## config.mk

```make
export PLATFORM = sky130hd
export DESIGN_NAME = fsd_front
export DESIGN_NICKNAME = d
export VERILOG_FILES = /design/src/rtl/core/fsd_pkg.sv /design/src/rtl/core/fsd_front.sv
export SDC_FILE = /design/constraint.sdc
export NUM_CORES = 1
export LEC_CHECK = 0
export CORE_AREA = 2 2 90 92
export DETAILED_ROUTE_END_ITERATION = 16
export DIE_AREA = 0 0 92 94
export DONT_BUFFER_PORTS = 1
export SYNTH_ARGS = -nofsm -noshare
export SYNTH_HDL_FRONTEND = slang
export SYNTH_SLANG_ARGS = --single-unit
```

## constraint.sdc

```tcl
create_clock -name clk -period 3.1 [get_ports clk]
set_input_delay 0.155 -clock clk [delete_from_list [all_inputs] [get_ports clk]]
set_output_delay 0.155 -clock clk [all_outputs]
set_load 0.05 [all_outputs]
```

## src/rtl/core/fsd_pkg.sv

```systemverilog
// ----------------------------------------------------------------------------
// fsd_pkg: shared types and constants of the four-step phase decoder
// angle constants in q60 radians, cordic word layout, angle kinds
// ----------------------------------------------------------------------------
package fsd_pkg;

  // pi/4 in q60 radians and its multiples
  localparam logic [63:0] QUARTER_PI = 64'h0C90FDAA22168C23;
  localparam logic [63:0] HALF_PI    = 64'h1921FB54442D1846;
  localparam logic [63:0] PI         = 64'h3243F6A8885A308C;
  localparam logic [63:0] TWO_PI     = 64'h6487ED5110B46118;

  localparam int unsigned CORDIC_STEPS = 58;
  localparam int unsigned VEC_SHIFT    = 52;
  localparam int unsigned ANGLE_BITS_DEFAULT = 16;

  localparam int unsigned SAMPLE_W = 8;
  localparam int unsigned PERIOD_W = 11;
  localparam int unsigned PHASE_W  = 16;
  localparam int unsigned PIXEL_W  = 19;
  localparam logic [PERIOD_W-1:0] PERIOD_RESET = 11'd16;
  localparam logic [PIXEL_W:0]    HALF_PIXEL_Q8 = 20'd128;

  // how the first-quadrant angle is found
  typedef enum logic [1:0] {
    KIND_CORDIC = 2'd0,
    KIND_ZERO   = 2'd1,
    KIND_RIGHT  = 2'd2,
    KIND_DIAG   = 2'd3
  } kind_t;

  typedef struct packed {
    kind_t kind;
    logic  c_neg;
    logic  s_neg;
  } side_t;

  typedef struct packed {
    logic [63:0] x;
    logic [63:0] y;
    logic [63:0] z;
    side_t       side;
  } cordic_t;

  // atan(2^-i) in q60 radians from the truncated series, elaboration only
  function automatic logic [63:0] atan_pow2(input int unsigned i);
    logic [63:0] sum;
    logic [63:0] term;
    int unsigned k;
    sum = '0;
    if (i == 0) begin
      return QUARTER_PI;
    end
    for (k = 0; k < 31; k++) begin
      if (i * (2 * k + 1) <= 60) begin
        term = (64'd1 << (60 - i * (2 * k + 1))) / 64'(2 * k + 1);
        if (k[0]) begin
          sum = sum - term;
        end else begin
          sum = sum + term;
        end
      end
    end
    return sum;
  endfunction

endpackage

```

## src/rtl/core/fsd_front.sv

```systemverilog
// ----------------------------------------------------------------------------
// fsd_front: sample differences and first-quadrant vector
// forms s and c, their magnitudes, quadrant signs and the angle kind
// ----------------------------------------------------------------------------
module fsd_front (
  input  logic                          clk,
  input  logic                          rst,
  input  logic                          en,
  input  logic                          valid_in,
  input  logic [fsd_pkg::SAMPLE_W-1:0]  sample_zero,
  input  logic [fsd_pkg::SAMPLE_W-1:0]  sample_quarter,
  input  logic [fsd_pkg::SAMPLE_W-1:0]  sample_half,
  input  logic [fsd_pkg::SAMPLE_W-1:0]  sample_three_quarter,
  output logic                          valid_out,
  output fsd_pkg::cordic_t              word_out
);

  logic signed [8:0] s_diff;
  logic signed [8:0] c_diff;
  logic [8:0] s_mag;
  logic [8:0] c_mag;
  logic [7:0] ax;
  logic [7:0] ay;
  fsd_pkg::cordic_t word_next;

  always_comb begin
    s_diff = $signed({1'b0, sample_zero}) - $signed({1'b0, sample_half});
    c_diff = $signed({1'b0, sample_quarter}) - $signed({1'b0, sample_three_quarter});
    s_mag  = s_diff[8] ? 9'(-s_diff) : 9'(s_diff);
    c_mag  = c_diff[8] ? 9'(-c_diff) : 9'(c_diff);
    ay     = s_mag[7:0];
    ax     = c_mag[7:0];

    word_next.x = 64'(ax) << fsd_pkg::VEC_SHIFT;
    word_next.y = 64'(ay) << fsd_pkg::VEC_SHIFT;
    word_next.z = '0;
    word_next.side.c_neg = c_diff[8];
    word_next.side.s_neg = s_diff[8];
    if (ay == 8'd0) begin
      word_next.side.kind = fsd_pkg::KIND_ZERO;
    end else if (ax == 8'd0) begin
      word_next.side.kind = fsd_pkg::KIND_RIGHT;
    end else if (ax == ay) begin
      word_next.side.kind = fsd_pkg::KIND_DIAG;
    end else begin
      word_next.side.kind = fsd_pkg::KIND_CORDIC;
    end
  end

  always_ff @(posedge clk) begin
    if (rst) begin
      valid_out <= 1'b0;
    end else if (en) begin
      valid_out <= valid_in;
    end
  end

  always_ff @(posedge clk) begin
    if (en) begin
      word_out <= word_next;
    end
  end

endmodule

```

### Word-level counts from Yosys, hierarchy flattened

Cells that the tools add are included.
Widths: inputs -> output; s select.

| operators by class | value |
|---|---|
| $add $sub $neg | 4 |
| eq/ne operators | 1 |
| multiplexer cells | 4 |
| reductions and logical operators | 2 |

Operators with widths:

| operator | count |
|---|---|
| $sub 8x8->9 | 2 |
| $logic_not 8->1 | 2 |
| $mux 8 | 2 |
| $neg 8->8 | 2 |
| $eq 8x8->1 | 1 |
| $mux 2 | 2 |

| word-level totals | value |
|---|---|
| register bits | 21 |
| bits of input ports | 36 |

### Longest topological paths before layout

Gate-level depths: netlist of run 1.

| logic depth | value |
|---|---|
| depth after elaboration | 6 |
| mapped depth | 14 |
| depth with buffers taken out | 14 |

### Worst setup path after synthesis of run 1

Ideal clock, no wire load.

| timing path | value |
|---|---|
| path kind | input-to-reg |
| from | input port sample_quarter[0] in the netlist's numbering |
| to | register word_out[3] in the netlist's numbering, data pin |
| data required time | 2.954 ns |
| arrival time | 2.606 ns |
| stages | 13 |
| path slack | 0.348 ns |
| buffers on the path | 0 |
| cell sequence | inv_1 ha_1 inv_1 fa_1 a21oi_2 o22ai_2 o41ai_4 o21ai_0 xnor2_1 nor4_2 nand3_1 or3_1 a21oi_1 |

| between the ends | value |
|---|---|
| elaborated cells on any way between the ends | 7 |

RTL lines:

| item | RTL line | RTL |
|---|---|---|
| start: declaration | fsd_front.sv:11 | `input logic [fsd_pkg::SAMPLE_W-1:0] sample_quarter,` |
| $sub 8x8->9 * | fsd_front.sv:28 | `c_diff = $signed({1'b0, sample_quarter}) - $signed({1'b0, sample_three_quarter});` |
| named net c_diff[8] | fsd_front.sv:19 | `logic signed [8:0] c_diff;` |
| $mux 8 * | fsd_front.sv:30 | `c_mag = c_diff[8] ? 9'(-c_diff) : 9'(c_diff);` |
| named net c_mag[4] | fsd_front.sv:21 | `logic [8:0] c_mag;` |
| $eq 8x8->1 | fsd_front.sv:43 | `end else if (ax == ay) begin` |
| $mux 2 | fsd_front.sv:43 |  |
| $mux 2 * | fsd_front.sv:41 | `end else if (ax == 8'd0) begin` |
| end signal: assignment | fsd_front.sv:60 | `word_out <= word_next;` |
| end: declaration | fsd_front.sv:15 | `output fsd_pkg::cordic_t word_out` |

The timed path passes the listed nets; every way through them passes the cells marked *.
A chain may end at the register's enable or synchronous reset.

### Final worst setup path of run 1

Ends and elaborated chain as after synthesis.

==> results of run 1 <==
[flip-flops by register name, indices dropped and copies added (netlist names)]
name	cells
word_out	20
valid_out	1
[cells in the mapped netlist (3+ instances only)]
| library cell | number | area share [%] |
|---|---|---|
| mux2i_1 | 3 | 0.93 |
| a211oi_1 | 4 | 0.93 |
| buf_4 | 176 | 41 |
| nor2_1 | 7 | 0.81 |
| a21oi_2 | 3 | 0.81 |
| edfxtp_1 | 20 | 19 |
| nand4_1 | 3 | 0.58 |
| ha_1 | 18 | 6.9 |
| nand2b_1 | 3 | 0.58 |
| a21o_1 | 4 | 0.93 |
| xor2_1 | 7 | 1.9 |
| inv_1 | 28 | 3.2 |
| a21oi_1 | 6 | 0.93 |
| xnor2_1 | 17 | 4.6 |
| nand2_1 | 7 | 0.81 |
| nor3_1 | 4 | 0.62 |
| nand3_1 | 6 | 0.93 |
| o21ai_0 | 6 | 0.93 |
[routing by layer]
layer / share of wire (%) / wire length, um / vias up
li1: - / - / 891
met1: 40 / 1915 / 830
met2: 50 / 2404 / 115
met3: 10 / 490 / 4
met4: 0.56 / 27 / 0
met5: 0 / 0 / -
[final timing paths]
kind / from / end / depth (start not counted)
worst min-delay path: valid_in / valid_out / 2
worst max-delay path: sample_quarter[0] / word_out[3] / 14
worst max register to register: valid_out / valid_out / 2
worst min register to register: valid_out / valid_out / 2
[through the flow]
stage	utilization (%)	power (mW)	instance area [um^2]
after floorplan	-	1.598	3902
after global placement	36.20	1.536	2754
after detailed placement	36.20	1.543	2754
after CTS	36.92	1.715	2809
after global routing	37.06	1.802	2819
final	37.06	1.713	2819
[power by group through the flow]
stage / Combinational (mW) / Sequential, mW / Clock (mW)
after floorplan: 1.00 / 0.597 / 0
after global placement: 0.930 / 0.605 / 0
after detailed placement: 0.936 / 0.607 / 0
after CTS: 0.940 / 0.601 / 0.175
after global routing: 1.01 / 0.604 / 0.186
final: 0.945 / 0.600 / 0.168
[kinds of logic (layout without fill, tap and decap cells)]
logic type | count (synthesis) | count (layout) | share of synthesized area (%)
flops | 21 | 21 | 19.12
mux | 3 | 3 | 0.9252
fa+ha+maj | 20 | 20 | 8.173
buf+inv | 204 | 40 | 43.95
simple gates | 49 | 49 | 8.713
compound gates | 42 | 42 | 10.64
other cells | 1 | 176 | 0.1155
xor+xnor | 27 | 27 | 8.365
[area by class of cell]
class	instances	share of cell area, %
inverters	28	3.728
multi-input cells	317	65.82
well taps	102	4.527
flip-flops and latches	21	22.02
repair buffers	8	2.308
clock buffers	4	1.598
[worst reg2reg max path, stage by stage (launching register included)]
cell and delay, ps:
dfxtp_1 640, mux2i_1 130, nor2_1 110
==> metrics, run 1 <==
Tmin final 2637 ps; WHS 69.08 ps; routed len/inst 10.08 um; Achievable Freq 0.3792 GHz; fin worst setup slack 462.6 ps; post-CTS setup buffer count 0; Cell Pwr Density 607.7 nW/um^2; Slew Limit Fails 0; RSZ-0062 raised after global routing no; fin crit share 85.08%; fillers slightly below 800; area of the multi-input gates 1856 um^2; CP delay by family, top compound AO/OA/AOI/OAI gates; syn avg cell area 8.844 um^2; starting density of the core 42.66%; Buf/Inv on CP 3; slowest CP cell fa_1; CTS tree yes; I/O pins ~230; Max Buffers Root-to-Sink 2; initial antenna violation count 0; met3 usage under 10%; Most common cell on crit path inv_1; worst vdd rail ir drop 0.3091 mV; NetSw 1.018 mW; largest net degree at the start of global routing 22; Req. time, crit path 3210 ps; clk slew on worst S/H paths around 70 ps; Fin. Hold Viols 0; Die Y 94 um; R2R Setup Slk 2160 ps; final setup TNS 0 ps; P_leak 1.449 nW; CP peak stage delay ~400 ps; insertion delay to the later sink of the worst-skew pair 250 ps; Ant. Diodes 0; Syn-to-layout area delta -13.15%; vias in the first global route 1399; layout cells sized above 1 7.143%; switching part of the total between 50% and 60%; CTS Buf Count 3; Slew Limit Headroom 43.92%; yosys warns 0; Synth Register Bits 21; Internal 0.6949 mW; async set-or-reset flop fraction in the synthesized netlist 0%; Post-synth top flop edfxtp_1; Final Skew 0 ps; WL final 4838 um; Die W 92 um; die area about 8600 um^2; row cnt 32; Comb pwr share approximately 55%; gp weighted congestion 0.7606; clk sinks 21; drt drc 0; DR vias/cell 3.833; Setup violations, final 0; H-Tree Level Count 1; Hold Buf Count CTS 1; placed cells 474; clock root buffer clkbuf_8; Reg area between 600 and 700 um^2; fin cells 480; Layout Nets between 400 and 500; CP Capture Type flop; worst min-delay path class input pin to flop; first-pass GRT wire length between 6000 and 7000 um; Seq/Total Area, Yosys 19.12%; Seq pwr share a little over a third; Worst Max-Slew Pin Slew around 840 ps; DR vias 1840; pre-CTS setup slack 207.9 ps; Post-Syn Area 3246 um^2; gr ovfl total 0; Total Routing Usage GR 9.460%; launching element type of the critical path input pin; CP Cell Sequence inv_1, ha_1, inv_1, fa_1, a21oi_2, o22ai_2, o41ai_4, buf_4, o31ai_2, xnor2_1, xor2_1, nor4b_1, nand4_1, a21oi_1; grt peak-use layer met2; commonest non-fill, non-tap cell in the layout conb_1; post-synthesis cell count 367; status complete, no violations; Yosys cell types 53; Max-Cap Viols 0; crit-path max FO 6; CTS resizes 0; Port Buf Inserts 0; Clock Power Share ~9.8%; Post-synth EDFFs 20; DR pass1 iterations 4; DRT iter0 DRCs 63; Core ar. 7607 um^2; M2 GR Usage 16.36%; GR Util met1 11.94%; most frequent cells in the layout conb_1, inv_1, edfxtp_1; DRT antenna net count 0; HPWL after detailed placement around 4300 um; CP arrival between 2000 and 3000 ps; kind of critical path input pin to flop
Power figures use the tool's default switching activity.
==> run 2: changes to the inputs <==
--- a/config.mk
+++ b/config.mk
@@ -9,6 +9,7 @@
 export DETAILED_ROUTE_END_ITERATION = 16
 export DIE_AREA = 0 0 92 94
 export DONT_BUFFER_PORTS = 1
+export PLACE_DENSITY = 0.62
 export SYNTH_ARGS = -nofsm -noshare
 export SYNTH_HDL_FRONTEND = slang
 export SYNTH_SLANG_ARGS = --single-unit
==> run 2 against run 1 <==
  * Fmax fell by 2.1%
  * Hold slack got worse by 56 ps
  * Clock power barely moved
  * Highest routed layer unchanged
  * Global-route usage rose by 0.24 points
==> metrics, run 2 (synthesis gave the netlist of run 1 again) <==
status complete, no violations; Tmin final 2693 ps (+55.80 ps); Port Buf Inserts 0 (unchanged); Pwr Total 1.709 mW (-0.22%); P_leak 1.449 nW (unchanged); vias in the first global route 1543 (+10%); crit-path max FO 6 (unchanged); post-CTS setup buffer count 0 (unchanged); launching element type of the critical path input pin; Syn-to-layout area delta -13.15% (unchanged); CP arrival 2800 ps (+50 ps); pre-CTS setup slack 187.0 ps (-20.97 ps); row cnt 32 (unchanged); die area 8648 um^2 (unchanged); DR vias/cell 3.873 (+1.0%); clk slew on worst S/H paths 60 ps (about the same); gr ovfl total 0 (unchanged); worst min-delay path class input pin to flop; Worst Hold Launch en; DRT iter0 DRCs 56 (-11%); fin cells 480 (unchanged); clock root buffer clkbuf_8; CTS Buf Count 3 (unchanged); insertion delay to the later sink of the worst-skew pair 250 ps (about the same); H-Tree Level Count 1 (unchanged); Slew Limit Fails 0 (unchanged); DR vias 1859 (+1.0%); Hold Buf Count CTS 1 (unchanged); HPWL after detailed placement 4376 um (+2.7%); routed len/inst 10.33 um (+2.4%); Regs by FF count word_out: 20 flops, valid_out: 1 flops; fin crit share 86.88% (+1.8 points); Setup violations, final 0 (unchanged); Die Y 94 um (unchanged); Largest register FFs 20 (unchanged); initial antenna violation count 0 (unchanged); Ant. Diodes 0 (unchanged); Max-Cap Viols 0 (unchanged); drt drc 0 (unchanged); Slew Limit Headroom 60.24% (+16 points); DRT antenna net count 0 (unchanged); Cell Pwr Density 606.4 nW/um^2 (-0.22%); Reg with most FFs word_out; Finished Cell Area 2819 um^2 (unchanged); placed cells 474 (unchanged); DR pass1 iterations 4 (unchanged); layout cells sized above 1 7.143% (unchanged); Crit. Startpoint sample_quarter[0]; worst vdd rail ir drop 0.3083 mV (-0.27%); gp weighted congestion 0.8129 (+6.9%); Achievable Freq 0.3713 GHz (-2.1%); Area after DPL 2754 um^2 (unchanged); kind of critical path input pin to flop; I/O pins 233 (unchanged); starting density of the core 42.66% (unchanged); Max Buffers Root-to-Sink 2 (unchanged); Core ar. 7607 um^2 (unchanged); clk sinks 21 (unchanged); largest net degree at the start of global routing 22 (unchanged); Die W 92 um (unchanged); most frequent cells in the layout conb_1, inv_1, edfxtp_1; Fin. Hold Viols 0 (unchanged); CTS resizes 0 (unchanged); Final Skew 0 ps (unchanged); fin worst setup slack 406.8 ps (-55.80 ps); Total Routing Usage GR 9.704% (+0.24 points); RSZ-0062 raised after global routing no; CP Capture Type flop; first-pass GRT wire length 6879 um (+2.0%); Worst R2R Start valid_out; CTS tree yes; Worst Max-Slew Pin Slew 592.1 ps (-246.3 ps); Req. time, crit path 3210 ps (about the same); Layout Nets 435 (unchanged); WL final 4956 um (+2.4%); commonest non-fill, non-tap cell in the layout conb_1; final setup TNS 0 ps (unchanged)
run 2: final timing paths:
path | to | slack (ps) | cells past startpoint
max | word_out[3] | 410 | 14
min | word_out[187] | 10 | 0
max reg2reg | valid_out | 2170 | 2
min reg2reg | valid_out | 770 | 2
run 2: cell type report:
cell class	count	area, um^2
multi-input cells	317	1856
flip-flops and latches	21	620.6
repair buffers	8	65.06
fillers	783	4788
clock buffers	4	45.04
well taps	102	127.6
inverters	28	105.1
run 2: metal layers:
layer / track usage [%] / part of all wire (%) / wire length [um] / vias up
met4: 3.109 / 0.38 / 19 / 0
met2: 16.85 / 51 / 2524 / 114
met1: 11.96 / 39 / 1932 / 855
met3: 2.167 / 9.7 / 479 / 2
li1: - / - / - / 888
met5: 0 / 0 / 0 / -
run 2: worst max-delay path, cell delays in order:
cell     delay, ps
inv_1           40
ha_1           150
inv_1           50
fa_1           410
a21oi_2        190
o22ai_2        140
o41ai_4        250
buf_4          210
mux2i_1        330
xnor2_1        150
o21ai_1         80
nor4b_1        300
nand4_1        190
a21oi_1        170
run 2: power breakdown:
| group | internal, mW | total [mW] | switching, mW |
|---|---|---|---|
| Clock | 0.0912 | 0.168 | 0.0771 |
| Sequential | 0.392 | 0.599 | 0.207 |
| Combinational | 0.210 | 0.942 | 0.732 |
| Total | 0.693 | 1.71 | 1.02 |
run 2: metrics by stage:
stage,hold WS (ps),utilization (%)
2_1_floorplan,227.4,-
4_1_cts,3.197,36.92
5_1_grt,1.585,37.06
6_report,13.47,37.06
3_3_place_gp,229.4,36.20
3_5_place_dp,230.3,36.20
==> run 3: changes to the inputs <==
--- a/config.mk
+++ b/config.mk
@@ -5,11 +5,13 @@
 export SDC_FILE = /design/constraint.sdc
 export NUM_CORES = 1
 export LEC_CHECK = 0
-export CORE_AREA = 2 2 90 92
+export CELL_PAD_IN_SITES_DETAIL_PLACEMENT = 2
+export CELL_PAD_IN_SITES_GLOBAL_PLACEMENT = 2
+export CORE_MARGIN = 2
+export CORE_UTILIZATION = 34
 export DETAILED_ROUTE_END_ITERATION = 16
-export DIE_AREA = 0 0 92 94
 export DONT_BUFFER_PORTS = 1
-export PLACE_DENSITY = 0.62
+export PLACE_DENSITY = 0.87
 export SYNTH_ARGS = -nofsm -noshare
 export SYNTH_HDL_FRONTEND = slang
 export SYNTH_SLANG_ARGS = --single-unit
==> run 3 against run 2 <==
  * Count of clock-buffer cells in the layout did not move
  * Critical path depth is 1 lower
  * Die area increased by 20%
==> metrics, run 3 (synthesis gave the netlist of run 1 again) <==
drt drc 0 (unchanged); CP Cell Sequence inv_1, ha_1, inv_1, fa_1, a21oi_2, o22ai_2, o41ai_4, mux2i_1, xnor2_1, o21ai_1, nor4b_1, nand4_1, a21oi_1; Layout Nets 434 (-0.23%); Reg with most FFs word_out; Fin. Hold Viols 0 (unchanged); CTS resizes 0 (unchanged); Max-Cap Viols 0 (unchanged); largest net degree at the start of global routing 22 (unchanged); Crit. Startpoint sample_quarter[0]; clk slew on worst S/H paths 60 ps (about the same); fillers 1080 (+38%); worst vdd rail ir drop 0.1954 mV (-37%); insertion delay to the later sink of the worst-skew pair 250 ps (about the same); DR vias 1919 (+3.2%); most frequent cells in the layout conb_1, inv_1, edfxtp_1; WHS 11.74 ps (-1.732 ps); post-CTS setup buffer count 0 (unchanged); CP peak stage delay 490 ps (+80 ps); Ant. Diodes 0 (unchanged); Worst R2R Start valid_out; Cell Pwr Density 606.9 nW/um^2 (about the same); DRT antenna net count 0 (unchanged); kind of critical path input pin to flop; CTS Buf Count 3 (unchanged); clock root buffer clkbuf_8; initial antenna violation count 0 (unchanged); R2R Setup Slk 2160 ps (about the same); Total Routing Usage GR 10.91% (+1.2 points); CP Capture Type flop; Slew Limit Headroom 55.27% (-5.0 points); pre-CTS setup slack -33.91 ps (-220.9 ps); Core ar. 9240 um^2 (+21%); fin worst setup slack 206.2 ps (-200.6 ps); status complete, no violations; Hold Buf Count CTS 1 (unchanged); P_leak 1.444 nW (-0.33%); starting density of the core 35.13% (-7.5 points); gp weighted congestion 0.7880 (-3.1%); Hold Path Depth 0 (unchanged); Slew Limit Fails 0 (unchanged); Final Skew 0 ps (unchanged); Achievable Freq 0.3456 GHz (-6.9%); HPWL after detailed placement 5843 um (+34%); fin cells 506 (+5.4%); WL final 6542 um (+32%); I/O pins 233 (unchanged); Regs by FF count word_out: 20 flops, valid_out: 1 flops; commonest non-fill, non-tap cell in the layout conb_1; Worst Hold Launch en; clk sinks 21 (unchanged); gr ovfl total 0 (unchanged); Syn-to-layout area delta -12.34%; slowest CP cell mux2i_1; Req. time, crit path 3200 ps (about the same); Reg area 620.6 um^2 (unchanged); Max Buffers Root-to-Sink 2 (unchanged); Setup violations, final 0 (unchanged); fin crit share 93.35% (+6.5 points); Port Buf Inserts 0 (unchanged); area of the multi-input gates 1856 um^2 (unchanged); CTS tree yes; die area 10340 um^2 (+20%); RSZ-0062 raised after global routing no; first-pass GRT wire length 8976 um (+30%); final setup TNS 0 ps (unchanged); Final Core Density 30.79% (-6.3 points); crit-path max FO 4 (-2); routed len/inst 12.93 um (+25%); CP arrival 2990 ps (+190 ps); FF-to-FF End valid_out; CP delay by family, top compound AO/OA/AOI/OAI gates; H-Tree Level Count 1 (unchanged); worst hold endpoint word_out[188]; Die W 101.7 um (+11%); Most common cell on crit path inv_1; launching element type of the critical path input pin; Buf/Inv on CP 2 (-1); worst min-delay path class input pin to flop; worst r2r path cells 2 (unchanged); DRT iter0 DRCs 17 (-70%); Worst Max-Slew Pin Slew 667.0 ps (+74.92 ps); DR pass1 iterations 4 (unchanged); placed cells 500 (+5.5%); Tmin final 2894 ps (+200.6 ps); layout cells sized above 1 6.897% (-0.25 points); vias in the first global route 1757 (+14%); DR vias/cell 3.792 (-2.1%); Largest register FFs 20 (unchanged); Die Y 101.7 um (+8.2%); row cnt 35 (+9.4%)
==> run 3: routing by layer <==
layer / part of all wire, % / up-vias / global-route usage (%) / routed length [um]
met5: 0 / - / 0 / 0
met4: 0.92 / 0 / 3.015 / 60
met3: 11 / 8 / 2.553 / 735
met2: 54 / 132 / 21.96 / 3551
met1: 34 / 897 / 10.95 / 2194
li1: - / 882 / - / -
==> run 3: power breakdown <==
group	switching (mW)	internal [mW]	leakage (nW)
logic	0.753	0.205	1.22
registers	0.207	0.392	0.204
clock network	0.0788	0.0913	0.0228
total	1.04	0.688	1.44
==> run 3: through the flow <==
step,power (mW),cell area (um^2)
after detailed placement,1.554,2780
after global placement,1.522,2780
after floorplan,1.598,3902
after CTS,1.726,2835
final,1.727,2845
after global routing,1.807,2845
==> run 3: area by class of cell <==
cell class,count,area share (%)
sequential,21,21.81
clock buffer,4,1.583
inverter,28,3.694
timing repair buffer,7,2.023
multi-input combinational,317,65.22
tap,129,5.673
==> run 3: worst register-to-register path: stages (launching register included) <==
cell,delay [ps]
dfxtp_1,640
mux2i_1,140
nor2_1,100
==> run 3: worst max-delay path by stage <==
| stage | slack (ps) | endpoint | depth (start not counted) |
|---|---|---|---|
| CTS | 210 | word_out[3] | 13 |
| global route | 60 | word_out[3] | 13 |
| global placement | 150 | word_out[3] | 13 |
| detailed placement | -30 | word_out[3] | 13 |
| finish | 210 | word_out[3] | 13 |
| floorplan | 350 | word_out[3] | 13 |
