==> src/rtl/core/fsd_pkg.sv <==
// ----------------------------------------------------------------------------
// fsd_pkg: shared types and constants of the four-step phase decoder
// angle constants in q60 radians, cordic word layout, angle kinds
// ----------------------------------------------------------------------------
package fsd_pkg;

  // pi/4 in q60 radians and its multiples
  localparam logic [63:0] QUARTER_PI = 64'h0C90FDAA22168C23;
  localparam logic [63:0] HALF_PI    = 64'h1921FB54442D1846;
  localparam logic [63:0] PI         = 64'h3243F6A8885A308C;
  localparam logic [63:0] TWO_PI     = 64'h6487ED5110B46118;

  localparam int unsigned CORDIC_STEPS = 58;
  localparam int unsigned VEC_SHIFT    = 52;
  localparam int unsigned ANGLE_BITS_DEFAULT = 16;

  localparam int unsigned SAMPLE_W = 8;
  localparam int unsigned PERIOD_W = 11;
  localparam int unsigned PHASE_W  = 16;
  localparam int unsigned PIXEL_W  = 19;
  localparam logic [PERIOD_W-1:0] PERIOD_RESET = 11'd16;
  localparam logic [PIXEL_W:0]    HALF_PIXEL_Q8 = 20'd128;

  // how the first-quadrant angle is found
  typedef enum logic [1:0] {
    KIND_CORDIC = 2'd0,
    KIND_ZERO   = 2'd1,
    KIND_RIGHT  = 2'd2,
    KIND_DIAG   = 2'd3
  } kind_t;

  typedef struct packed {
    kind_t kind;
    logic  c_neg;
    logic  s_neg;
  } side_t;

  typedef struct packed {
    logic [63:0] x;
    logic [63:0] y;
    logic [63:0] z;
    side_t       side;
  } cordic_t;

  // atan(2^-i) in q60 radians from the truncated series, elaboration only
  function automatic logic [63:0] atan_pow2(input int unsigned i);
    logic [63:0] sum;
    logic [63:0] term;
    int unsigned k;
    sum = '0;
    if (i == 0) begin
      return QUARTER_PI;
    end
    for (k = 0; k < 31; k++) begin
      if (i * (2 * k + 1) <= 60) begin
        term = (64'd1 << (60 - i * (2 * k + 1))) / 64'(2 * k + 1);
        if (k[0]) begin
          sum = sum - term;
        end else begin
          sum = sum + term;
        end
      end
    end
    return sum;
  endfunction

endpackage

==> src/rtl/core/fsd_cordic_step.sv <==
// ----------------------------------------------------------------------------
// fsd_cordic_step: one vectoring micro-rotation of the cordic pipeline
// drives y towards zero and accumulates the angle in q60 radians
// ----------------------------------------------------------------------------
module fsd_cordic_step #(
  parameter int unsigned STEP = 0
) (
  input  logic             clk,
  input  logic             rst,
  input  logic             en,
  input  logic             valid_in,
  input  fsd_pkg::cordic_t word_in,
  output logic             valid_out,
  output fsd_pkg::cordic_t word_out
);

  localparam logic [63:0] ANGLE = fsd_pkg::atan_pow2(STEP);

  logic [63:0] dx;
  logic [63:0] dy;
  logic        turn_down;
  fsd_pkg::cordic_t word_next;

  always_comb begin
    dx = 64'($signed(word_in.y) >>> STEP);
    dy = word_in.x >> STEP;
    turn_down = !word_in.y[63] && (word_in.y != 64'd0);
    word_next.side = word_in.side;
    if (turn_down) begin
      word_next.x = word_in.x + dx;
      word_next.y = word_in.y - dy;
      word_next.z = word_in.z + ANGLE;
    end else begin
      word_next.x = word_in.x - dx;
      word_next.y = word_in.y + dy;
      word_next.z = word_in.z - ANGLE;
    end
  end

  always_ff @(posedge clk) begin
    if (rst) begin
      valid_out <= 1'b0;
    end else if (en) begin
      valid_out <= valid_in;
    end
  end

  always_ff @(posedge clk) begin
    if (en) begin
      word_out <= word_next;
    end
  end

endmodule

==> config.mk <==
export PLATFORM = sky130hd
export DESIGN_NAME = fsd_cordic_step
export DESIGN_NICKNAME = d
export VERILOG_FILES = /design/src/rtl/core/fsd_pkg.sv /design/src/rtl/core/fsd_cordic_step.sv
export SDC_FILE = /design/constraint.sdc
export NUM_CORES = 1
export LEC_CHECK = 0
export BUFFER_PORTS_ARGS = -buffer_cell sky130_fd_sc_hd__buf_2
export CELL_PAD_IN_SITES_DETAIL_PLACEMENT = 0
export CELL_PAD_IN_SITES_GLOBAL_PLACEMENT = 2
export CORE_MARGIN = 10
export CORE_UTILIZATION = 34
export CTS_CLUSTER_SIZE = 30
export DETAILED_ROUTE_END_ITERATION = 12
export MAX_ROUTING_LAYER = met4
export PLACE_DENSITY_LB_ADDON = 0.15
export SYNTH_ARGS = -nofsm -noshare
export SYNTH_HDL_FRONTEND = slang
export SYNTH_SLANG_ARGS = --single-unit
==> constraint.sdc <==
create_clock -name clk -period 6 [get_ports clk]
set_input_delay 0 -clock clk [delete_from_list [all_inputs] [get_ports clk]]
set_output_delay 0 -clock clk [all_outputs]
set_load 0.03 [all_outputs]
Yosys cells after proc, flatten, opt, wreduce, memory -nomap -nowiden

Index checks and enable logic that the tools add are counted.

Flip-flop bits (word level): 197
Output and inout port bits: 197

Reduce and logical (&&, ||, !) cells: 3
Add/subtract/negate cells: 5
Mux-type cells: 1

Operator list:

| operator               | number |
|---|---|
| $mux 192               | 1 |
| $sub 64x64->64         | 2 |
| $add 64x60->64 const B | 1 |
| $add 64x64->64         | 1 |
| $reduce_bool 64->1     | 1 |
| $sub 64x60->64 const B | 1 |
| $logic_and 1x1->1      | 1 |
| $logic_not 1->1        | 1 |

Depth between registers and ports, before layout

Gate-level depths: netlist of the first run.

Depth in word-level cells: 3
Gate-level depth with buffers: 20

Worst setup path after synthesis of the first run

Ideal clock, no wire load.

Path type: input-to-reg
Start: input port word_in[70] (netlist name)
End: register word_out[63] (netlist name), data pin
Library setup time: 263 ps
Data arrival time: 4598 ps
Stages: 19
Setup slack: 1139 ps
Data required time: 5737 ps
Path buffers: 4
Cells stage by stage: nor4_1 -> nand4_1 -> nor4_1 -> or2_2 -> clkbuf_1 -> clkbuf_1 -> buf_1 -> ha_1 -> clkbuf_1 -> a21o_1 -> a21o_1 -> a221oi_1 -> nand3_1 -> a41oi_1 -> o41ai_1 -> a21o_1 -> a31o_2 -> a21oi_1 -> xnor2_1

RTL lines:

| element              | RTL line              | RTL |
|---|---|---|
| start, declared      | fsd_cordic_step.sv:12 | `input fsd_pkg::cordic_t word_in,` |
| end signal, assigned | fsd_cordic_step.sv:50 | `word_out <= word_next;` |
| end, declared        | fsd_cordic_step.sv:14 | `output fsd_pkg::cordic_t word_out` |

==> results of run 1 <==
per-layer routing:
metal / track usage [%] / up-vias / part of all wire [%]
li1: - / 10610 / -
met1: 33.80 / 11150 / 44
met2: 42.88 / 850 / 47
met3: 4.052 / 127 / 6.0
met4: 8.811 / 0 / 3.0
met5: - / - / 0
worst register-to-register path: stages (launching register included):
cell	delay [ns]
sky130_fd_sc_hd__dfxtp_1	0.31
sky130_fd_sc_hd__mux2i_1	0.14
sky130_fd_sc_hd__nor2_1	0.06
sky130_fd_sc_hd__dlygate4sd3_1	0.54
logic make-up (layout without fill, tap and decap cells):
logic type / count (synthesis) / count (layout) / share of synthesized area [%]
and+or+nand+nor: 714 / 714 / 15.64
adders and majority gates: 256 / 256 / 14.82
muxes: 28 / 28 / 1.290
xor gates and xnor gates: 188 / 188 / 7.547
buffers and inverters: 344 / 703 / 5.970
DFF: 196 / 196 / 26.93
AOI/OAI and AO/OA: 978 / 978 / 27.80
other: 0 / 7 / 0
per-stage QoR:
| step | utilization (%) | cell area (um2) | std cells | worst slack [ns] | power (mW) |
|---|---|---|---|---|---|
| after global placement | 38.99 | 24680 | 3858 | 0.8786 | 4.769 |
| after detailed placement | 38.99 | 24680 | 3858 | 0.8884 | 4.755 |
| after global routing | 40.28 | 25500 | 3913 | 1.121 | 6.355 |
| after CTS | 40.27 | 25490 | 3909 | 1.446 | 6.077 |
| final | 40.29 | 25510 | 3916 | 1.363 | 6.043 |
| after floorplan | - | 21820 | 2704 | 1.139 | 3.738 |
final cells by class:
type                            count  area (um2)
Clock inverter                     14       190.2
Antenna cell                        7       17.52
Sequential cell                   196        5876
Clock buffer                       18       429.2
Tap cell                          846        1059
Fill cell                        6719       37800
Multi-Input combinational cell   2164       14640
Timing Repair Buffer              449        2461
Inverter                          222       835.8
cells in the final DEF, fill, tap and decap left out, types with 21 or more instances in the layout:
master,n
sky130_fd_sc_hd__o31ai_1,30
sky130_fd_sc_hd__nor3_1,59
sky130_fd_sc_hd__xnor2_1,153
sky130_fd_sc_hd__nand3_1,33
sky130_fd_sc_hd__ha_1,252
sky130_fd_sc_hd__a21oi_1,368
sky130_fd_sc_hd__nor4_1,52
sky130_fd_sc_hd__o21ai_0,202
sky130_fd_sc_hd__edfxtp_1,195
sky130_fd_sc_hd__o21a_1,28
sky130_fd_sc_hd__nand4_1,73
sky130_fd_sc_hd__a211oi_1,24
sky130_fd_sc_hd__xor2_1,35
sky130_fd_sc_hd__buf_2,395
sky130_fd_sc_hd__nor2_1,201
sky130_fd_sc_hd__buf_4,32
sky130_fd_sc_hd__nand2_1,191
sky130_fd_sc_hd__inv_1,216
sky130_fd_sc_hd__o21bai_1,66
sky130_fd_sc_hd__a31oi_1,31
sky130_fd_sc_hd__nor2b_1,28
sky130_fd_sc_hd__o211ai_1,21
sky130_fd_sc_hd__a21o_1,72
sky130_fd_sc_hd__mux2i_1,27
synthesized netlist by cell type (all sizes together), types with 31 or more instances:
| cell type | instances |
|---|---|
| a21o | 72 |
| a21oi | 368 |
| a31oi | 31 |
| clkbuf | 99 |
| edfxtp | 195 |
| ha | 252 |
| inv | 217 |
| nand2 | 191 |
| nand3 | 33 |
| nand4 | 73 |
| nor2 | 201 |
| nor3 | 59 |
| nor4 | 53 |
| o21ai | 209 |
| o21bai | 66 |
| xnor2 | 153 |
| xor2 | 35 |
worst paths after layout:
check | slack, ns | from | depth (start not counted) | end
worst min-delay path | 0.04 | word_in[21] | 3 | word_out[21]
worst max-delay path | 1.36 | word_in[72] | 18 | word_out[61]
worst min register to register | 1.05 | valid_out | 3 | valid_out
worst max register to register | 4.84 | valid_out | 3 | valid_out
registers in the layout, indices dropped and copies added, names as in the netlist:
signal     count
word_out     195
valid_out      1
power groups by stage:
| stage | Clock [mW] | Sequential (mW) | Combinational, mW |
|---|---|---|---|
| after floorplan | 0 | 2.39 | 1.35 |
| after global placement | 0 | 1.92 | 2.84 |
| after detailed placement | 0 | 1.93 | 2.83 |
| after CTS | 1.32 | 1.90 | 2.85 |
| after global routing | 1.37 | 1.92 | 3.07 |
| final | 1.27 | 1.90 | 2.87 |
==> impl_metrics.xml, run 1 <==
<?xml version="1.0" encoding="UTF-8"?>
<metrics>
  <group name="place">
    <metric name="place_congestion" unit="">0.9645</metric>
    <metric name="io_buffer_count" unit="">396</metric>
    <metric name="hpwlAfterDp" unit="mm">83.17</metric>
  </group>
  <group name="sta">
    <metric name="max_slew.worst_pin.slew" unit="ns">1.354</metric>
    <metric name="worst_hold_slack" unit="ns">0.04402</metric>
    <metric name="achievable-frequency" unit="MHz">215.7</metric>
    <metric name="report.final.slew_viol_count" unit="">0</metric>
    <metric name="post-route-period-util" unit="%">77.28</metric>
    <metric name="worst_slew_margin_rel" unit="%">7.394</metric>
    <metric name="fin_tns_setup" unit="ns">0</metric>
    <metric name="setup_viol" unit="">0</metric>
    <metric name="rsz0062_at_grt" unit="">no</metric>
    <metric name="final.setup_skew" unit="ns">0</metric>
    <metric name="finalCriticalPeriod" unit="ns">4.637</metric>
    <metric name="report.final.hold_viol_count" unit="">0</metric>
  </group>
  <group name="logic_synthesis">
    <metric name="fraction_of_post_synthesis_cell_area_in_the_top_cell_type_by_area" unit="%">26.84</metric>
    <metric name="post_synth_inst_count" unit="">2704</metric>
    <metric name="postSynth.asyncResetShare" unit="%">0</metric>
    <metric name="syn-cell-area" unit="mm2">0.02182</metric>
    <metric name="yosys.cell_types.count" unit="">81</metric>
    <metric name="synth-seq-area-share" unit="%">26.93</metric>
    <metric name="synth_edf_count" unit="">195</metric>
    <metric name="ys_ff_latch" unit="">196</metric>
    <metric name="ys.flop_type" unit="">sky130_fd_sc_hd__edfxtp_1</metric>
    <metric name="mappedNetlistNets" unit="">3160</metric>
    <metric name="synth-warning-count" unit="">0</metric>
    <metric name="syn_avg_cell_area" unit="um2">8.069</metric>
    <metric name="yosys_top_cell_by_area" unit="">sky130_fd_sc_hd__edfxtp_1</metric>
    <metric name="synth_area_leaders" unit="">sky130_fd_sc_hd__edfxtp_1, sky130_fd_sc_hd__ha_1, sky130_fd_sc_hd__a21oi_1</metric>
  </group>
  <group name="floorplan">
    <metric name="initial_core_util" unit="%">34.46</metric>
    <metric name="floorplan.die.width" unit="um">273.3</metric>
    <metric name="die_h" unit="um">273.3</metric>
    <metric name="standard_cell_row_count" unit="">92</metric>
    <metric name="fp.dieArea" unit="mm2">0.07470</metric>
    <metric name="floorplan.core_area" unit="mm2">0.06331</metric>
    <metric name="ioPinCount" unit="">397</metric>
  </group>
  <group name="setup_path">
    <metric name="cp.arrival" unit="ns">4.89</metric>
    <metric name="criticalPathCategory" unit="">in2reg</metric>
    <metric name="timing.critical_path.buf_inv" unit="">3</metric>
    <metric name="worst_path_max_delay_cell" unit="">sky130_fd_sc_hd__a41oi_1</metric>
    <metric name="start_kind" unit="">input port</metric>
    <metric name="setup.worst_path.end_class" unit="">flop</metric>
    <metric name="worst-path-max-fanout" unit="">27</metric>
    <metric name="worst_path_largest_cell_delay" unit="ns">0.57</metric>
    <metric name="crit_family" unit="">compound AO/OA/AOI/OAI gates</metric>
    <metric name="cell_chain_critical_path" unit="">buf_2 &gt; nor4_1 &gt; buf_4 &gt; nand4_1 &gt; nor4_1 &gt; or2_4 &gt; inv_4 &gt; ha_1 &gt; a21o_1 &gt; a21o_1 &gt; a21oi_1 &gt; o21ai_0 &gt; a41oi_1 &gt; nor2_1 &gt; o21ai_0 &gt; nand3_1 &gt; a221oi_1 &gt; xnor2_1</metric>
    <metric name="crit_required" unit="ns">6.26</metric>
  </group>
  <group name="clocking">
    <metric name="root_driver" unit="">sky130_fd_sc_hd__clkbuf_16</metric>
    <metric name="largest_buffer_count_on_any_clock_path" unit="">2</metric>
    <metric name="post_cts.resized_instances" unit="">0</metric>
    <metric name="numCtsBuffers" unit="">17</metric>
    <metric name="post_cts.repair.setup_buffers" unit="">0</metric>
    <metric name="cts_hold_repair.buffers" unit="">19</metric>
    <metric name="htree_levels" unit="">4</metric>
    <metric name="path_clk_slew" unit="ns">0.09</metric>
    <metric name="clk_latency" unit="ns">0.49</metric>
    <metric name="clock-sinks" unit="">196</metric>
    <metric name="tritoncts_clock_tree" unit="">built</metric>
  </group>
  <group name="routing">
    <metric name="drtAntennaViolNets" unit="">0</metric>
    <metric name="via_count" unit="">22730</metric>
    <metric name="wl_per_cell" unit="um">25.75</metric>
    <metric name="initialDrtViolationCount" unit="">1744</metric>
    <metric name="drcViolationCount" unit="">0</metric>
    <metric name="total_iterations_of_the_first_detailed_routing_run" unit="">6</metric>
    <metric name="route.detailed.vias_per_inst" unit="">5.805</metric>
    <metric name="routed_wl" unit="mm">100.8</metric>
  </group>
  <group name="power_and_ir_drop">
    <metric name="power.clock.fraction" unit="%">21.1</metric>
    <metric name="p_comb_share" unit="%">47.5</metric>
    <metric name="p_leak" unit="nW">10.96</metric>
    <metric name="intPower" unit="mW">3.338</metric>
    <metric name="power.share.sequential" unit="%">31.4</metric>
    <metric name="power.net_switching" unit="mW">2.705</metric>
    <metric name="power-per-cell-area" unit="mW/mm2">236.9</metric>
    <metric name="irDropWorstVdd" unit="mV">0.2301</metric>
    <metric name="power.share.switching" unit="%">44.77</metric>
  </group>
  <group name="global_route">
    <metric name="grt_pass1_vias" unit="">22540</metric>
    <metric name="grt_max_degree" unit="">133</metric>
    <metric name="gr-usage-all-layers" unit="%">26.66</metric>
    <metric name="grt_pass1_wl" unit="mm">146.8</metric>
    <metric name="globalRouteOverflowTotal" unit="">0</metric>
    <metric name="grt_antenna_before_repair" unit="">7</metric>
  </group>
  <group name="cells_and_area">
    <metric name="drive_gt1_share" unit="%">15.93</metric>
    <metric name="design.final.nets" unit="">3506</metric>
    <metric name="syn_to_final_growth" unit="%">16.92</metric>
  </group>
  <group name="flow_run">
    <metric name="drv.max_cap_violation_count" unit="">0</metric>
  </group>
  <group name="status">
    <metric name="run_status" unit="">complete, no violations</metric>
  </group>
  <group name="worst_hold_path">
    <metric name="hold_path.class" unit="">in2reg</metric>
  </group>
</metrics>
Note: power is estimated with default switching activity, not from simulation.
==> run 2: changes to the inputs <==
==> constraint.sdc (replaced) <==
create_clock -name clk -period 4.45 [get_ports clk]
set_input_delay 0 -clock clk [delete_from_list [all_inputs] [get_ports clk]]
set_output_delay 0 -clock clk [all_outputs]
set_load 0.03 [all_outputs]
==> run 2 against run 1 <==
Against the previous run:
- first-iteration DRC count increased by 25%
- worst hold slack lost 0.0051 ns
- sequential power increased by 35%
- combinational power rose by 46%
- clock skew is the same
- power increased by 38%
- die area unchanged
- cell area increased by 7.6%
- clock-buffer cell count decreased by 1
- largest power group unchanged
- highest routed layer unchanged
==> impl_metrics.xml, run 2 (synthesis gave the netlist of run 1 again) <==
<?xml version="1.0" encoding="UTF-8"?>
<metrics>
  <group name="status">
    <metric name="run_status" unit="">complete, no violations</metric>
  </group>
  <group name="power_and_ir_drop">
    <metric name="power-per-cell-area" unit="mW/mm2">304.1</metric>
    <metric name="irDropWorstVdd" unit="mV">0.3252</metric>
    <metric name="p_leak" unit="nW">12.21</metric>
  </group>
  <group name="setup_path">
    <metric name="setup.worst_path.end_class" unit="">flop</metric>
    <metric name="start_kind" unit="">input port</metric>
    <metric name="worst-path-max-fanout" unit="">18</metric>
    <metric name="criticalPathCategory" unit="">in2reg</metric>
    <metric name="cp.arrival" unit="ns">4.35</metric>
    <metric name="crit_required" unit="ns">4.71</metric>
  </group>
  <group name="clocking">
    <metric name="tritoncts_clock_tree" unit="">built</metric>
    <metric name="clock-sinks" unit="">196</metric>
    <metric name="clk_latency" unit="ns">0.50</metric>
    <metric name="numCtsBuffers" unit="">17</metric>
    <metric name="htree_levels" unit="">4</metric>
    <metric name="path_clk_slew" unit="ns">0.09</metric>
    <metric name="largest_buffer_count_on_any_clock_path" unit="">2</metric>
    <metric name="root_driver" unit="">sky130_fd_sc_hd__clkbuf_16</metric>
    <metric name="post_cts.repair.setup_buffers" unit="">0</metric>
  </group>
  <group name="floorplan">
    <metric name="fp.dieArea" unit="mm2">0.07470</metric>
    <metric name="ioPinCount" unit="">397</metric>
    <metric name="initial_core_util" unit="%">34.46</metric>
    <metric name="die_h" unit="um">273.3</metric>
    <metric name="floorplan.core_area" unit="mm2">0.06331</metric>
    <metric name="floorplan.die.width" unit="um">273.3</metric>
    <metric name="standard_cell_row_count" unit="">92</metric>
  </group>
  <group name="place">
    <metric name="post_dp_cell_area" unit="mm2">0.02675</metric>
    <metric name="place_congestion" unit="">1.000</metric>
    <metric name="hpwlAfterDp" unit="mm">87.10</metric>
    <metric name="io_buffer_count" unit="">396</metric>
    <metric name="dp_slack" unit="ns">-0.2268</metric>
  </group>
  <group name="cells_and_area">
    <metric name="top_register" unit="">word_out</metric>
    <metric name="design.final.nets" unit="">3772</metric>
    <metric name="largest_reg_flops" unit="">195</metric>
    <metric name="final_area" unit="mm2">0.02744</metric>
    <metric name="drive_gt1_share" unit="%">23.01</metric>
    <metric name="final_util" unit="%">43.35</metric>
    <metric name="reg_top3" unit="">word_out x195, valid_out x1</metric>
    <metric name="syn_to_final_growth" unit="%">25.78</metric>
    <metric name="most_common_cell_after_layout_fill_and_taps_aside" unit="">sky130_fd_sc_hd__buf_2</metric>
    <metric name="layout_common_cells" unit="">sky130_fd_sc_hd__buf_2, sky130_fd_sc_hd__a21oi_1, sky130_fd_sc_hd__buf_4</metric>
  </group>
  <group name="routing">
    <metric name="via_count" unit="">23460</metric>
    <metric name="routed_wl" unit="mm">103.2</metric>
    <metric name="wl_per_cell" unit="um">24.68</metric>
    <metric name="drtAntennaViolNets" unit="">0</metric>
    <metric name="initialDrtViolationCount" unit="">2183</metric>
    <metric name="drcViolationCount" unit="">0</metric>
    <metric name="route.detailed.vias_per_inst" unit="">5.610</metric>
    <metric name="total_iterations_of_the_first_detailed_routing_run" unit="">8</metric>
  </group>
  <group name="global_route">
    <metric name="grt_max_degree" unit="">94</metric>
    <metric name="grt_pass1_vias" unit="">23540</metric>
    <metric name="grt_antenna_before_repair" unit="">9</metric>
    <metric name="gr-usage-all-layers" unit="%">27.37</metric>
    <metric name="grt_pass1_wl" unit="mm">150.7</metric>
    <metric name="globalRouteOverflowTotal" unit="">0</metric>
  </group>
  <group name="sta">
    <metric name="post-route-period-util" unit="%">91.87</metric>
    <metric name="worst_hold_slack" unit="ns">0.03891</metric>
    <metric name="report.final.hold_viol_count" unit="">0</metric>
    <metric name="setup_viol" unit="">0</metric>
    <metric name="rsz0062_at_grt" unit="">no</metric>
    <metric name="final.setup_skew" unit="ns">0</metric>
    <metric name="fin_tns_setup" unit="ns">0</metric>
    <metric name="worst_slew_margin_rel" unit="%">41.00</metric>
    <metric name="achievable-frequency" unit="MHz">244.6</metric>
    <metric name="worst_slack" unit="ns">0.3620</metric>
    <metric name="max_slew.worst_pin.slew" unit="ns">0.8850</metric>
    <metric name="report.final.slew_viol_count" unit="">0</metric>
    <metric name="finalCriticalPeriod" unit="ns">4.088</metric>
  </group>
  <group name="flow_run">
    <metric name="drv.max_cap_violation_count" unit="">0</metric>
  </group>
  <group name="worst_hold_path">
    <metric name="hold_path.class" unit="">in2reg</metric>
  </group>
</metrics>
run 2: cell types whose count changed in the layout (fill, tap and decap cells not counted), sizes merged:
cell and delta:
clkbuf -1, clkinvlp +2, dlygate4sd3 -8, buf +274, bufinv -2, clkinv +1
run 2: path summary, 6_finish.rpt:
| kind | cells past startpoint | end | startpoint | slack [ns] |
|---|---|---|---|---|
| max | 19 | word_out[61] | word_in[111] | 0.36 |
| min | 3 | word_out[69] | word_in[133] | 0.04 |
| max reg2reg | 3 | valid_out | valid_out | 3.31 |
| min reg2reg | 3 | valid_out | valid_out | 1.04 |
run 2: critical path: stages:
cell and delay (ns):
sky130_fd_sc_hd__buf_2 0.12, sky130_fd_sc_hd__nor4_1 0.55, sky130_fd_sc_hd__nand4_1 0.37, sky130_fd_sc_hd__nor4_1 0.26, sky130_fd_sc_hd__or2_4 0.23, sky130_fd_sc_hd__buf_12 0.17
sky130_fd_sc_hd__ha_1 0.29, sky130_fd_sc_hd__a21oi_1 0.28, sky130_fd_sc_hd__o2bb2ai_1 0.12, sky130_fd_sc_hd__a21oi_1 0.31, sky130_fd_sc_hd__o21ai_0 0.26, sky130_fd_sc_hd__a41oi_1 0.28
sky130_fd_sc_hd__buf_4 0.16, sky130_fd_sc_hd__nor2_1 0.08, sky130_fd_sc_hd__o21ai_0 0.17, sky130_fd_sc_hd__buf_4 0.13, sky130_fd_sc_hd__nand3_1 0.11, sky130_fd_sc_hd__a221oi_1 0.34
sky130_fd_sc_hd__xnor2_1 0.10
run 2: through the flow:
step | instances | power [mW]
after CTS | 4175 | 8.368
after global placement | 4132 | 6.744
after detailed placement | 4132 | 6.739
after floorplan | 2704 | 5.041
after global routing | 4181 | 8.771
final | 4182 | 8.345
run 2: per-layer routing:
layer	wire length, um	up-vias	global-route usage [%]
met5	0	-	-
met4	3588	0	10.24
met3	6711	157	4.716
met2	48100	885	43.82
met1	44810	11280	34.09
li1	-	11140	-
run 2: repair_timing:
item	in CTS	in global routing
setup endpoints to repair	0	2
endpoints found under the hold margin	11	0
resized for setup	0	3
hold buffers	11	0
run 2: area by class of cell:
class,instances,area (um2)
fillers,6560,35870
multi-input cells,2164,14670
flip-flops and latches,196,5876
repair buffers,715,4438
well taps,846,1059
inverters,222,835.8
clock buffers,17,425.4
clock inverters,15,125.1
diodes,7,17.52
run 2: power by group:
group | switching (mW) | internal [mW] | leakage [nW] | total, mW
Combinational | 2.76 | 1.43 | 10.0 | 4.19
Clock | 0.863 | 0.729 | 0.262 | 1.59
Sequential | 0.106 | 2.46 | 1.92 | 2.57
